===== config.mk =====
export PLATFORM = sky130hd
export DESIGN_NAME = lin_frame_receiver_unit_flat
export DESIGN_NICKNAME = d
export VERILOG_FILES = /design/src/hw/rtl/lfr_pkg.sv /design/src/hw/rtl/lfr_event_if.sv /design/src/hw/rtl/lin_frame_receiver_unit.sv /design/src/flat_wrapper.sv
export SDC_FILE = /design/constraint.sdc
export NUM_CORES = 1
export LEC_CHECK = 0
export BUFFER_PORTS_ARGS = -buffer_cell sky130_fd_sc_hd__clkbuf_2
export CAP_MARGIN = 20
export CORE_MARGIN = 4
export CORE_UTILIZATION = 36
export DETAILED_ROUTE_END_ITERATION = 12
export MAX_ROUTING_LAYER = met4
export PLACE_DENSITY = 0.57
export SYNTH_ARGS = -nofsm -noshare
export SYNTH_HDL_FRONTEND = slang
export SYNTH_SLANG_ARGS = --single-unit
export TNS_END_PERCENT = 30

===== constraint.sdc =====
create_clock -name clk -period 4.6 [get_ports clk]
set_clock_uncertainty 0.1 [all_clocks]
set_input_delay 0.46 -clock clk [delete_from_list [all_inputs] [get_ports clk]]
set_output_delay 0.46 -clock clk [all_outputs]
set_load 0.02 [all_outputs]

===== src/hw/rtl/lfr_pkg.sv =====
// Package for the LIN frame receiver: field widths, register indexes, frame table packing,
// event and result codes and the receive phase type. No dependencies.
package lfr_pkg;

  localparam int BYTE_W      = 8;
  localparam int ENTRY_W     = 13;
  localparam int LEN_W       = 4;
  localparam int POS_W       = 4;
  localparam int IDX_W       = 2;
  localparam int CFG_INDEX_W = 3;
  localparam int CFG_DATA_W  = ENTRY_W;

  // Configuration register indexes
  localparam logic [CFG_INDEX_W-1:0] CFG_RX_ENABLE     = 3'd0;
  localparam logic [CFG_INDEX_W-1:0] CFG_FRAME_ENTRY_0 = 3'd1;
  localparam int                     CFG_ENTRY_REGS    = 4;

  // Frame table entry packing
  localparam int ENTRY_PID_LSB = 0;
  localparam int ENTRY_LEN_LSB = 8;
  localparam int ENTRY_ENH_BIT = 12;

  localparam logic [BYTE_W-1:0] SYNC_BYTE = 8'h55;
  localparam logic [BYTE_W-1:0] BYTE_MASK = 8'hFF;

  // Input event codes
  localparam logic REQ_BYTE  = 1'b0;
  localparam logic REQ_BREAK = 1'b1;

  // Result kinds
  localparam logic KIND_STORED  = 1'b0;
  localparam logic KIND_VERDICT = 1'b1;

  typedef enum logic [2:0] {
    PH_IDLE = 3'd0,
    PH_SYNC = 3'd1,
    PH_PID  = 3'd2,
    PH_DATA = 3'd3,
    PH_CS   = 3'd4
  } rx_phase_t;

endpackage


===== src/hw/rtl/lfr_event_if.sv =====
// Valid/ready stream interfaces for line events in and frame results out.
// Depends on lfr_pkg for field widths.
interface lfr_event_if;
  logic                        valid;
  logic                        ready;
  logic                        req_type;
  logic [lfr_pkg::BYTE_W-1:0]  rx_byte;

  modport source (output valid, req_type, rx_byte, input ready);
  modport sink   (input valid, req_type, rx_byte, output ready);
endinterface

interface lfr_result_if;
  logic                        valid;
  logic                        ready;
  logic                        result_kind;
  logic [lfr_pkg::IDX_W-1:0]   entry_index;
  logic [lfr_pkg::POS_W-1:0]   byte_position;
  logic [lfr_pkg::BYTE_W-1:0]  byte_value;
  logic                        data_complete;
  logic                        checksum_ok;

  modport source (output valid, result_kind, entry_index, byte_position, byte_value,
                  data_complete, checksum_ok, input ready);
  modport sink   (input valid, result_kind, entry_index, byte_position, byte_value,
                  data_complete, checksum_ok, output ready);
endinterface


===== src/hw/rtl/lin_frame_receiver_unit.sv =====
// LIN frame receiver top level: phase tracking, PID match, checksum check,
// output register with skid stage. Depends on lfr_pkg and lfr_event_if.sv.
//
//  channel  | dir | transaction            | payload
//  ---------+-----+------------------------+----------------------------------------
//  rx       | in  | one break or byte      | req_type, rx_byte
//  res      | out | stored byte or verdict | result_kind, entry_index, byte_position,
//           |     |                        | byte_value, data_complete, checksum_ok
//  cfg_*    | in  | register write         | cfg_index, cfg_wdata
//
// One event is taken per cycle while rx.ready is high; its result is offered at res from the output register.
// The phase, sum and count registers update in the cycle the event is taken.
// A result stalled at res is held while a second result fills the skid stage;
// rx.ready drops only while both are full. Reset is synchronous and clears
// all phase state, configuration registers and the output valid flags.
module lin_frame_receiver_unit #(
  parameter int TABLE_ENTRIES  = 4,
  parameter int MAX_DATA_BYTES = 8
) (
  input  logic                                clk,
  input  logic                                rst,
  lfr_event_if.sink                           rx,
  lfr_result_if.source                        res,
  input  logic                                cfg_we,
  input  logic [lfr_pkg::CFG_INDEX_W-1:0]     cfg_index,
  input  logic [lfr_pkg::CFG_DATA_W-1:0]      cfg_wdata
);

  typedef struct packed {
    logic                        result_kind;
    logic [lfr_pkg::IDX_W-1:0]   entry_index;
    logic [lfr_pkg::POS_W-1:0]   byte_position;
    logic [lfr_pkg::BYTE_W-1:0]  byte_value;
    logic                        data_complete;
    logic                        checksum_ok;
  } result_t;

  localparam logic [lfr_pkg::LEN_W-1:0] MAX_LEN = lfr_pkg::LEN_W'(MAX_DATA_BYTES);

  // Configuration registers
  logic                             rx_enable;
  logic [lfr_pkg::ENTRY_W-1:0]      frame_entry [TABLE_ENTRIES];

  // Frame state
  lfr_pkg::rx_phase_t               rx_phase, rx_phase_next;
  logic [lfr_pkg::IDX_W-1:0]        matched_entry, matched_entry_next;
  logic [lfr_pkg::POS_W-1:0]        byte_count, byte_count_next;
  logic [lfr_pkg::BYTE_W-1:0]       running_sum, running_sum_next;

  // Output register and skid stage
  logic                             out_valid, skid_valid;
  result_t                          out_data, skid_data;

  logic                             accept;
  logic                             new_valid;
  result_t                          new_data;

  // PID match and length lookup
  logic                             pid_hit;
  logic [lfr_pkg::IDX_W-1:0]        pid_idx;
  logic                             pid_enh;
  logic [lfr_pkg::ENTRY_W-1:0]      cur_entry;
  logic [lfr_pkg::LEN_W-1:0]        raw_len, frame_len;
  logic [lfr_pkg::BYTE_W+1-1:0]     sum_wide;
  logic [lfr_pkg::BYTE_W-1:0]       sum_fold;

  assign accept   = rx.valid && rx.ready;
  assign rx.ready = !skid_valid;

  // Write configuration registers
  always_ff @(posedge clk) begin
    if (rst) begin
      rx_enable <= 1'b0;
      for (int i = 0; i < TABLE_ENTRIES; i++) begin
        frame_entry[i] <= '0;
      end
    end else if (cfg_we) begin
      if (cfg_index == lfr_pkg::CFG_RX_ENABLE) begin
        rx_enable <= cfg_wdata[0];
      end
      for (int i = 0; i < TABLE_ENTRIES; i++) begin
        if (i < lfr_pkg::CFG_ENTRY_REGS &&
            cfg_index == lfr_pkg::CFG_INDEX_W'(int'(lfr_pkg::CFG_FRAME_ENTRY_0) + i)) begin
          frame_entry[i] <= cfg_wdata;
        end
      end
    end
  end

  // Find the lowest entry whose PID matches the received byte
  always_comb begin
    pid_hit = 1'b0;
    pid_idx = '0;
    pid_enh = 1'b0;
    for (int i = TABLE_ENTRIES - 1; i >= 0; i--) begin
      if (frame_entry[i][lfr_pkg::ENTRY_PID_LSB +: lfr_pkg::BYTE_W] == rx.rx_byte) begin
        pid_hit = 1'b1;
        pid_idx = lfr_pkg::IDX_W'(i);
        pid_enh = frame_entry[i][lfr_pkg::ENTRY_ENH_BIT];
      end
    end
  end

  // Select the matched entry for the data length; slots past the table read as zero
  always_comb begin
    cur_entry = '0;
    for (int i = 0; i < TABLE_ENTRIES; i++) begin
      if (i < (1 << lfr_pkg::IDX_W) && matched_entry == lfr_pkg::IDX_W'(i)) begin
        cur_entry = frame_entry[i];
      end
    end
    raw_len = cur_entry[lfr_pkg::ENTRY_LEN_LSB +: lfr_pkg::LEN_W];
    if (raw_len == '0) begin
      frame_len = lfr_pkg::LEN_W'(1);
    end else if (raw_len > MAX_LEN) begin
      frame_len = MAX_LEN;
    end else begin
      frame_len = raw_len;
    end
  end

  // End-around-carry add of the received byte
  assign sum_wide = {1'b0, running_sum} + {1'b0, rx.rx_byte};
  assign sum_fold = sum_wide[lfr_pkg::BYTE_W-1:0] +
                    lfr_pkg::BYTE_W'(sum_wide[lfr_pkg::BYTE_W]);

  // Next phase and result for the event at the input
  always_comb begin
    rx_phase_next      = rx_phase;
    matched_entry_next = matched_entry;
    byte_count_next    = byte_count;
    running_sum_next   = running_sum;
    new_valid          = 1'b0;
    new_data           = '0;
    new_data.entry_index = matched_entry;

    if (accept && rx_enable) begin
      if (rx.req_type == lfr_pkg::REQ_BREAK) begin
        if (rx_phase == lfr_pkg::PH_IDLE) begin
          matched_entry_next = '0;
          byte_count_next    = '0;
          running_sum_next   = '0;
          rx_phase_next      = lfr_pkg::PH_SYNC;
        end
      end else begin
        case (rx_phase)
          lfr_pkg::PH_SYNC: begin
            if (rx.rx_byte == lfr_pkg::SYNC_BYTE) begin
              rx_phase_next = lfr_pkg::PH_PID;
            end
          end
          lfr_pkg::PH_PID: begin
            if (pid_hit) begin
              matched_entry_next     = pid_idx;
              byte_count_next        = '0;
              running_sum_next       = pid_enh ? rx.rx_byte : '0;
              rx_phase_next          = lfr_pkg::PH_DATA;
              new_valid              = 1'b1;
              new_data.result_kind   = lfr_pkg::KIND_STORED;
              new_data.entry_index   = pid_idx;
              new_data.byte_position = '0;
              new_data.byte_value    = rx.rx_byte;
            end
          end
          lfr_pkg::PH_DATA: begin
            byte_count_next        = byte_count + lfr_pkg::POS_W'(1);
            running_sum_next       = sum_fold;
            new_valid              = 1'b1;
            new_data.result_kind   = lfr_pkg::KIND_STORED;
            new_data.byte_position = byte_count_next;
            new_data.byte_value    = rx.rx_byte;
            new_data.data_complete = (byte_count_next >= frame_len);
            if (byte_count_next >= frame_len) begin
              rx_phase_next = lfr_pkg::PH_CS;
            end
          end
          lfr_pkg::PH_CS: begin
            rx_phase_next        = lfr_pkg::PH_IDLE;
            new_valid            = 1'b1;
            new_data.result_kind = lfr_pkg::KIND_VERDICT;
            new_data.byte_value  = rx.rx_byte;
            new_data.checksum_ok = ((~running_sum & lfr_pkg::BYTE_MASK) == rx.rx_byte);
          end
          default: begin
            rx_phase_next = rx_phase;
          end
        endcase
      end
    end
  end

  // Hold frame state
  always_ff @(posedge clk) begin
    if (rst) begin
      rx_phase      <= lfr_pkg::PH_IDLE;
      matched_entry <= '0;
      byte_count    <= '0;
      running_sum   <= '0;
    end else begin
      rx_phase      <= rx_phase_next;
      matched_entry <= matched_entry_next;
      byte_count    <= byte_count_next;
      running_sum   <= running_sum_next;
    end
  end

  // Advance results through the output register and skid stage
  always_ff @(posedge clk) begin
    if (rst) begin
      out_valid  <= 1'b0;
      skid_valid <= 1'b0;
    end else if (skid_valid) begin
      if (res.ready) begin
        skid_valid <= 1'b0;
      end
    end else if (new_valid) begin
      if (!out_valid || res.ready) begin
        out_valid <= 1'b1;
      end else begin
        skid_valid <= 1'b1;
      end
    end else if (res.ready) begin
      out_valid <= 1'b0;
    end
  end

  always_ff @(posedge clk) begin
    if (skid_valid) begin
      if (res.ready) begin
        out_data <= skid_data;
      end
    end else if (new_valid) begin
      if (!out_valid || res.ready) begin
        out_data <= new_data;
      end else begin
        skid_data <= new_data;
      end
    end
  end

  assign res.valid         = out_valid;
  assign res.result_kind   = out_data.result_kind;
  assign res.entry_index   = out_data.entry_index;
  assign res.byte_position = out_data.byte_position;
  assign res.byte_value    = out_data.byte_value;
  assign res.data_complete = out_data.data_complete;
  assign res.checksum_ok   = out_data.checksum_ok;

endmodule


===== src/flat_wrapper.sv =====
// flat-port wrapper written by rule: the top's interface ports become plain ports
module lin_frame_receiver_unit_flat 
#(
  parameter int TABLE_ENTRIES  = 4,
  parameter int MAX_DATA_BYTES = 8
)
  (clk, rst, cfg_we, cfg_index, cfg_wdata, rx_valid, rx_req_type, rx_rx_byte, rx_ready, res_valid, res_result_kind, res_entry_index, res_byte_position, res_byte_value, res_data_complete, res_checksum_ok, res_ready);
  lfr_event_if rx_i ();
  lfr_result_if res_i ();
  input  logic clk;
  input  logic rst;
  input  logic cfg_we;
  input  logic [lfr_pkg::CFG_INDEX_W-1:0] cfg_index;
  input  logic [lfr_pkg::CFG_DATA_W-1:0] cfg_wdata;
  input wire logic [$bits(rx_i.valid)-1:0] rx_valid;
  input wire logic [$bits(rx_i.req_type)-1:0] rx_req_type;
  input wire logic [$bits(rx_i.rx_byte)-1:0] rx_rx_byte;
  output wire logic [$bits(rx_i.ready)-1:0] rx_ready;
  output wire logic [$bits(res_i.valid)-1:0] res_valid;
  output wire logic [$bits(res_i.result_kind)-1:0] res_result_kind;
  output wire logic [$bits(res_i.entry_index)-1:0] res_entry_index;
  output wire logic [$bits(res_i.byte_position)-1:0] res_byte_position;
  output wire logic [$bits(res_i.byte_value)-1:0] res_byte_value;
  output wire logic [$bits(res_i.data_complete)-1:0] res_data_complete;
  output wire logic [$bits(res_i.checksum_ok)-1:0] res_checksum_ok;
  input wire logic [$bits(res_i.ready)-1:0] res_ready;
  assign rx_i.valid = rx_valid;
  assign rx_i.req_type = rx_req_type;
  assign rx_i.rx_byte = rx_rx_byte;
  assign rx_ready = rx_i.ready;
  assign res_valid = res_i.valid;
  assign res_result_kind = res_i.result_kind;
  assign res_entry_index = res_i.entry_index;
  assign res_byte_position = res_i.byte_position;
  assign res_byte_value = res_i.byte_value;
  assign res_data_complete = res_i.data_complete;
  assign res_checksum_ok = res_i.checksum_ok;
  assign res_i.ready = res_ready;
  lin_frame_receiver_unit #(.TABLE_ENTRIES(TABLE_ENTRIES), .MAX_DATA_BYTES(MAX_DATA_BYTES)) u_core (.clk(clk), .rst(rst), .rx(rx_i), .res(res_i), .cfg_we(cfg_we), .cfg_index(cfg_index), .cfg_wdata(cfg_wdata));
endmodule

==> metrics.md <==
| Metric | Value |
|---|---|
| Xor/xnor share of the synthesized area | `6.484%` |
| Layout cells sized above 1 | `16.89%` |
| WL/cell | `16.75 um` |
| Vias in the first global route | `3,732` |
| Die area | `17,660 um^2` |
| CP max FO | `6` |
| Drt pass-1 iters | `5` |
| CP required | `4740 ps` |
| Clock buffer depth | `2` |
| DRC viols | `0` |
| Sw Share | `23.22%` |
| Reg2Reg Depth | `12` |
| GRT Util Overall | `14.93%` |
| CTS root buffer | `clkbuf_16` |
| Compound-Gate Fraction of Synth Area | `10.70%` |
| Die Wd | `132.9 um` |
| Die height | `132.9 um` |
| Setup Viol. Count Final | `0` |
| Arr. time, crit path | `3540 ps` |
| Internal Pwr Total | `1.490 mW` |
| Power density over the cells | `309.3 nW/um^2` |
| PnR worst setup slack | `1197 ps` |
| Clock power share | `37.5%` |
| Synthesis Warnings | `0` |
| Post-Synth Simple-Gate Area | `20.01%` |
| CTS tree | `built` |
| DRT iter0 DRCs | `236` |
| RR Startpoint | `u_core.matched_entry[0]$_SDFFE_PP0P_` |
| Vias/cell | `5.039` |
| Num CTS Buffers | `9` |
| Peak supply drop | `0.0001761 V` |
| P_sw | `0.4506 mW` |
| Post-Syn Nets | `529` |
| Flip-flop and latch area | `2983 um^2` |
| Fill cells | `1,422` |
| Footprint of the multi-input gates | `2432 um^2` |
| HP Start | `res_ready` |
| Multiplexer area fraction after synthesis | `2.362%` |
| Unique cell type count in the Yosys netlist | `73` |
| Post-CTS setup buffers | `0` |
| Max cap viols | `0` |
| Startpoint types | `flop` |
| Synth Flop Type | `edfxtp_1` |
| # H-tree levels | `3` |
| First-pass GRT wire length | `20,150 um` |
| GR Overflow Total | `0` |
| Seq/Total Area, Yosys | `53.12%` |
| Class of the worst hold path | `in2reg` |
| Place WS | `1158 ps` |
| Synthesis-stage register bit count | `106` |
| Hold EP | `u_core.skid_valid$_SDFF_PP0_` |
| Gate power share | `7.0%` |
| Synth async-reset ratio | `0%` |
| EDFF count, synth | `86` |
| Fin crit share | `73.99%` |
| Post-cts resize count | `0` |
| HPWL Detailed | `9096 um` |
| Max Slew Vio Count | `0` |
| Final Hold Vio Count | `0` |
| Worst Setup End Kind | `flop` |
| FMAX | `293.8 MHz` |
| RSZ-0062 raised after global routing | `no` |
| Routed wire length | `12,360 um` |
| Antenna-violating nets left | `0` |
| Clk slew on worst S/H paths | `70 ps` |
| Synthesized area | `5615 um^2` |
| RePlAce Congestion | `0.8563` |
| Pin count of the biggest net entering global routing | `19` |
| Setup_tns | `0 ps` |
| Initial Utilization | `36.80%` |
| Vias | `3,719` |
| Row cnt | `45` |
| Crit Path Category | `reg2reg` |
| Antenna diode count | `0` |
| Actual slew at the worst max-slew pin | `881.3 ps` |
| Hold depth | `2` |
| Worst r2r dst | `u_core.rx_phase[1]$_SDFFE_PP0P_` |
| Final nets | `568` |
| Post-Synthesis Cells | `483` |
| CTS Sinks | `106` |
| Syn_area_per_cell | `11.63 um^2` |
| Clock Latency Late Sink | `350 ps` |
| Buffers on Ports | `48` |
| Core area | `15,260 um^2` |
| Hold Buf Count CTS | `0` |
| Rel. slew slack | `41.03%` |
| Synth Area in Adders | `3.699%` |
| Register share of total power | `55.5%` |
| Area Overhead vs Synth | `11.72%` |
| Status | `complete, no violations` |
| Largest family of logic cells by synthesized area | `simple AND/OR/NAND/NOR gates` |
| IO Pins | `49` |
| Initial antenna violation count | `0` |
| Post-route minimum period | `3403 ps` |
| R2r setup slk | `1200 ps` |
| Leakage | `2.430 nW` |
## power by group through the flow
stage	Clock, mW	Combinational (mW)	Sequential (mW)
3_3_place_gp	0	0.133	1.10
5_1_grt	0.793	0.150	1.08
3_5_place_dp	0	0.136	1.10
4_1_cts	0.749	0.137	1.08
2_1_floorplan	0	0.0945	1.09
6_report	0.727	0.135	1.08
## state kept, by name (all words and copies together), names as in the netlist
register / count
u_core.rx_phase: 3
u_core.frame_entry: 52
u_core.res.checksum_ok: 1
u_core.matched_entry: 2
u_core.res.result_kind: 1
u_core.skid_data: 17
u_core.running_sum: 8
u_core.res.valid: 1
u_core.res.data_complete: 1
u_core.byte_count: 4
u_core.res.byte_value: 8
u_core.skid_valid: 1
u_core.res.entry_index: 2
u_core.res.byte_position: 4
u_core.rx_enable: 1
## worst max-delay path, cell delays in order, from the launching register on
cell       delay [ps]
dfxtp_1           550
mux4_2            600
nor2_1            110
nor2_1             40
nor2_1            100
ha_1              230
nand2b_1          140
a21o_1            180
a21o_1            190
a2111oi_0         370
or4b_1            230
a221oi_1          110
a2111oi_2         350
## area by class of cell
cell class | instances | share of cell area, %
inverters | 12 | 0.7180
clock inverters | 6 | 0.7978
clock buffers | 10 | 3.650
multi-input cells | 341 | 38.77
flip-flops and latches | 106 | 47.55
repair buffers | 52 | 4.308
well taps | 211 | 4.208
## layer usage
layer | GRT usage [%] | routed length [um]
met4 | 5.370 | 211
met3 | 2.966 | 616
met2 | 22.80 | 5686
met1 | 19.80 | 5844
met5 | - | 0
## cells by family (layout without fill, tap and decap cells)
family,count (synthesis),in the layout
xor gates and xnor gates,40,40
adders and majority gates,16,16
muxes,8,8
buffers and inverters,36,80
AOI/OAI and AO/OA,82,82
and+or+nand+nor,195,195
DFF,106,106
## Yosys cell counts, types with 2 or more instances
cell type,instances,area (um^2)
a211o_1,5,43.79
a211oi_1,4,30.03
a21o_1,9,67.56
a21oi_1,13,65.06
a22o_1,8,70.07
a32o_1,2,20.02
and2_1,61,381.6
and3_1,5,31.28
buf_4,4,30.03
buf_6,7,78.83
clkbuf_1,11,41.29
dfxtp_1,20,400.4
edfxtp_1,86,2582
ha_1,15,187.7
inv_1,11,41.29
mux2_2,2,22.52
mux2i_1,2,20.02
mux4_2,4,90.09
nand2_1,28,105.1
nand2b_1,5,31.28
nand3_1,8,40.04
nand3b_1,2,15.01
nand4_1,10,62.56
nor2_1,37,138.9
nor2b_1,6,37.54
nor3_1,7,35.03
nor3b_1,2,15.01
nor4_1,3,18.77
nor4b_1,2,17.52
o211ai_1,2,15.01
o21a_1,5,37.54
o21ai_0,12,60.06
o21ai_1,2,10.01
o221ai_1,2,17.52
o22a_1,2,17.52
or2_2,4,25.02
or4b_1,2,20.02
xnor2_1,18,157.7
xor2_1,21,183.9
## cell usage in the layout (no fill, tap or decap), types with 4 or more instances in the layout
master and count:
edfxtp_1 86, and2_1 61, clkbuf_2 48, nor2_1 37, nand2_1 28, xor2_1 21, dfxtp_1 20, xnor2_1 18
ha_1 15, a21oi_1 13, inv_1 11, nand4_1 10, o21ai_0 9, a21o_1 9, clkbuf_16 9, nand3_1 8
a22o_1 8, nor3_1 7, nor2b_1 6, and3_1 5, nand2b_1 5, o21a_1 5, a211o_1 5, o21ai_1 4
mux4_2 4, or2_2 4, a211oi_1 4, buf_4 4
## per-stage QoR
step | area, um^2 | cells | hold WS [ps] | total power, mW | util (%)
detailed placement | 5995 | 722 | 404.3 | 1.236 | 39.29
CTS | 6274 | 738 | 229.6 | 1.963 | 41.12
floorplan | 5615 | 483 | 354.0 | 1.186 | -
global route | 6274 | 738 | 238.1 | 2.024 | 41.12
finish | 6274 | 738 | 242.9 | 1.940 | 41.12
global placement | 5995 | 722 | 397.4 | 1.233 | 39.29
## worst max-delay path by stage
stage | endpoint | depth (start not counted) | startpoint | slack (ps)
6_report | u_core.rx_phase[1]$_SDFFE_PP0P_ | 12 | u_core.matched_entry[0]$_SDFFE_PP0P_ | 1200
5_1_grt | u_core.rx_phase[1]$_SDFFE_PP0P_ | 12 | u_core.matched_entry[0]$_SDFFE_PP0P_ | 970
4_1_cts | u_core.rx_phase[1]$_SDFFE_PP0P_ | 12 | u_core.matched_entry[0]$_SDFFE_PP0P_ | 1190
3_5_place_dp | u_core.res.byte_position[1]$_DFFE_PP_ | 8 | rx_rx_byte[1] | 1160
3_3_place_gp | u_core.res.byte_position[1]$_DFFE_PP_ | 8 | rx_rx_byte[1] | 1240
2_1_floorplan | u_core.rx_phase[1]$_SDFFE_PP0P_ | 13 | u_core.matched_entry[0]$_SDFFE_PP0P_ | 1450
Power figures use the tool's default switching activity.
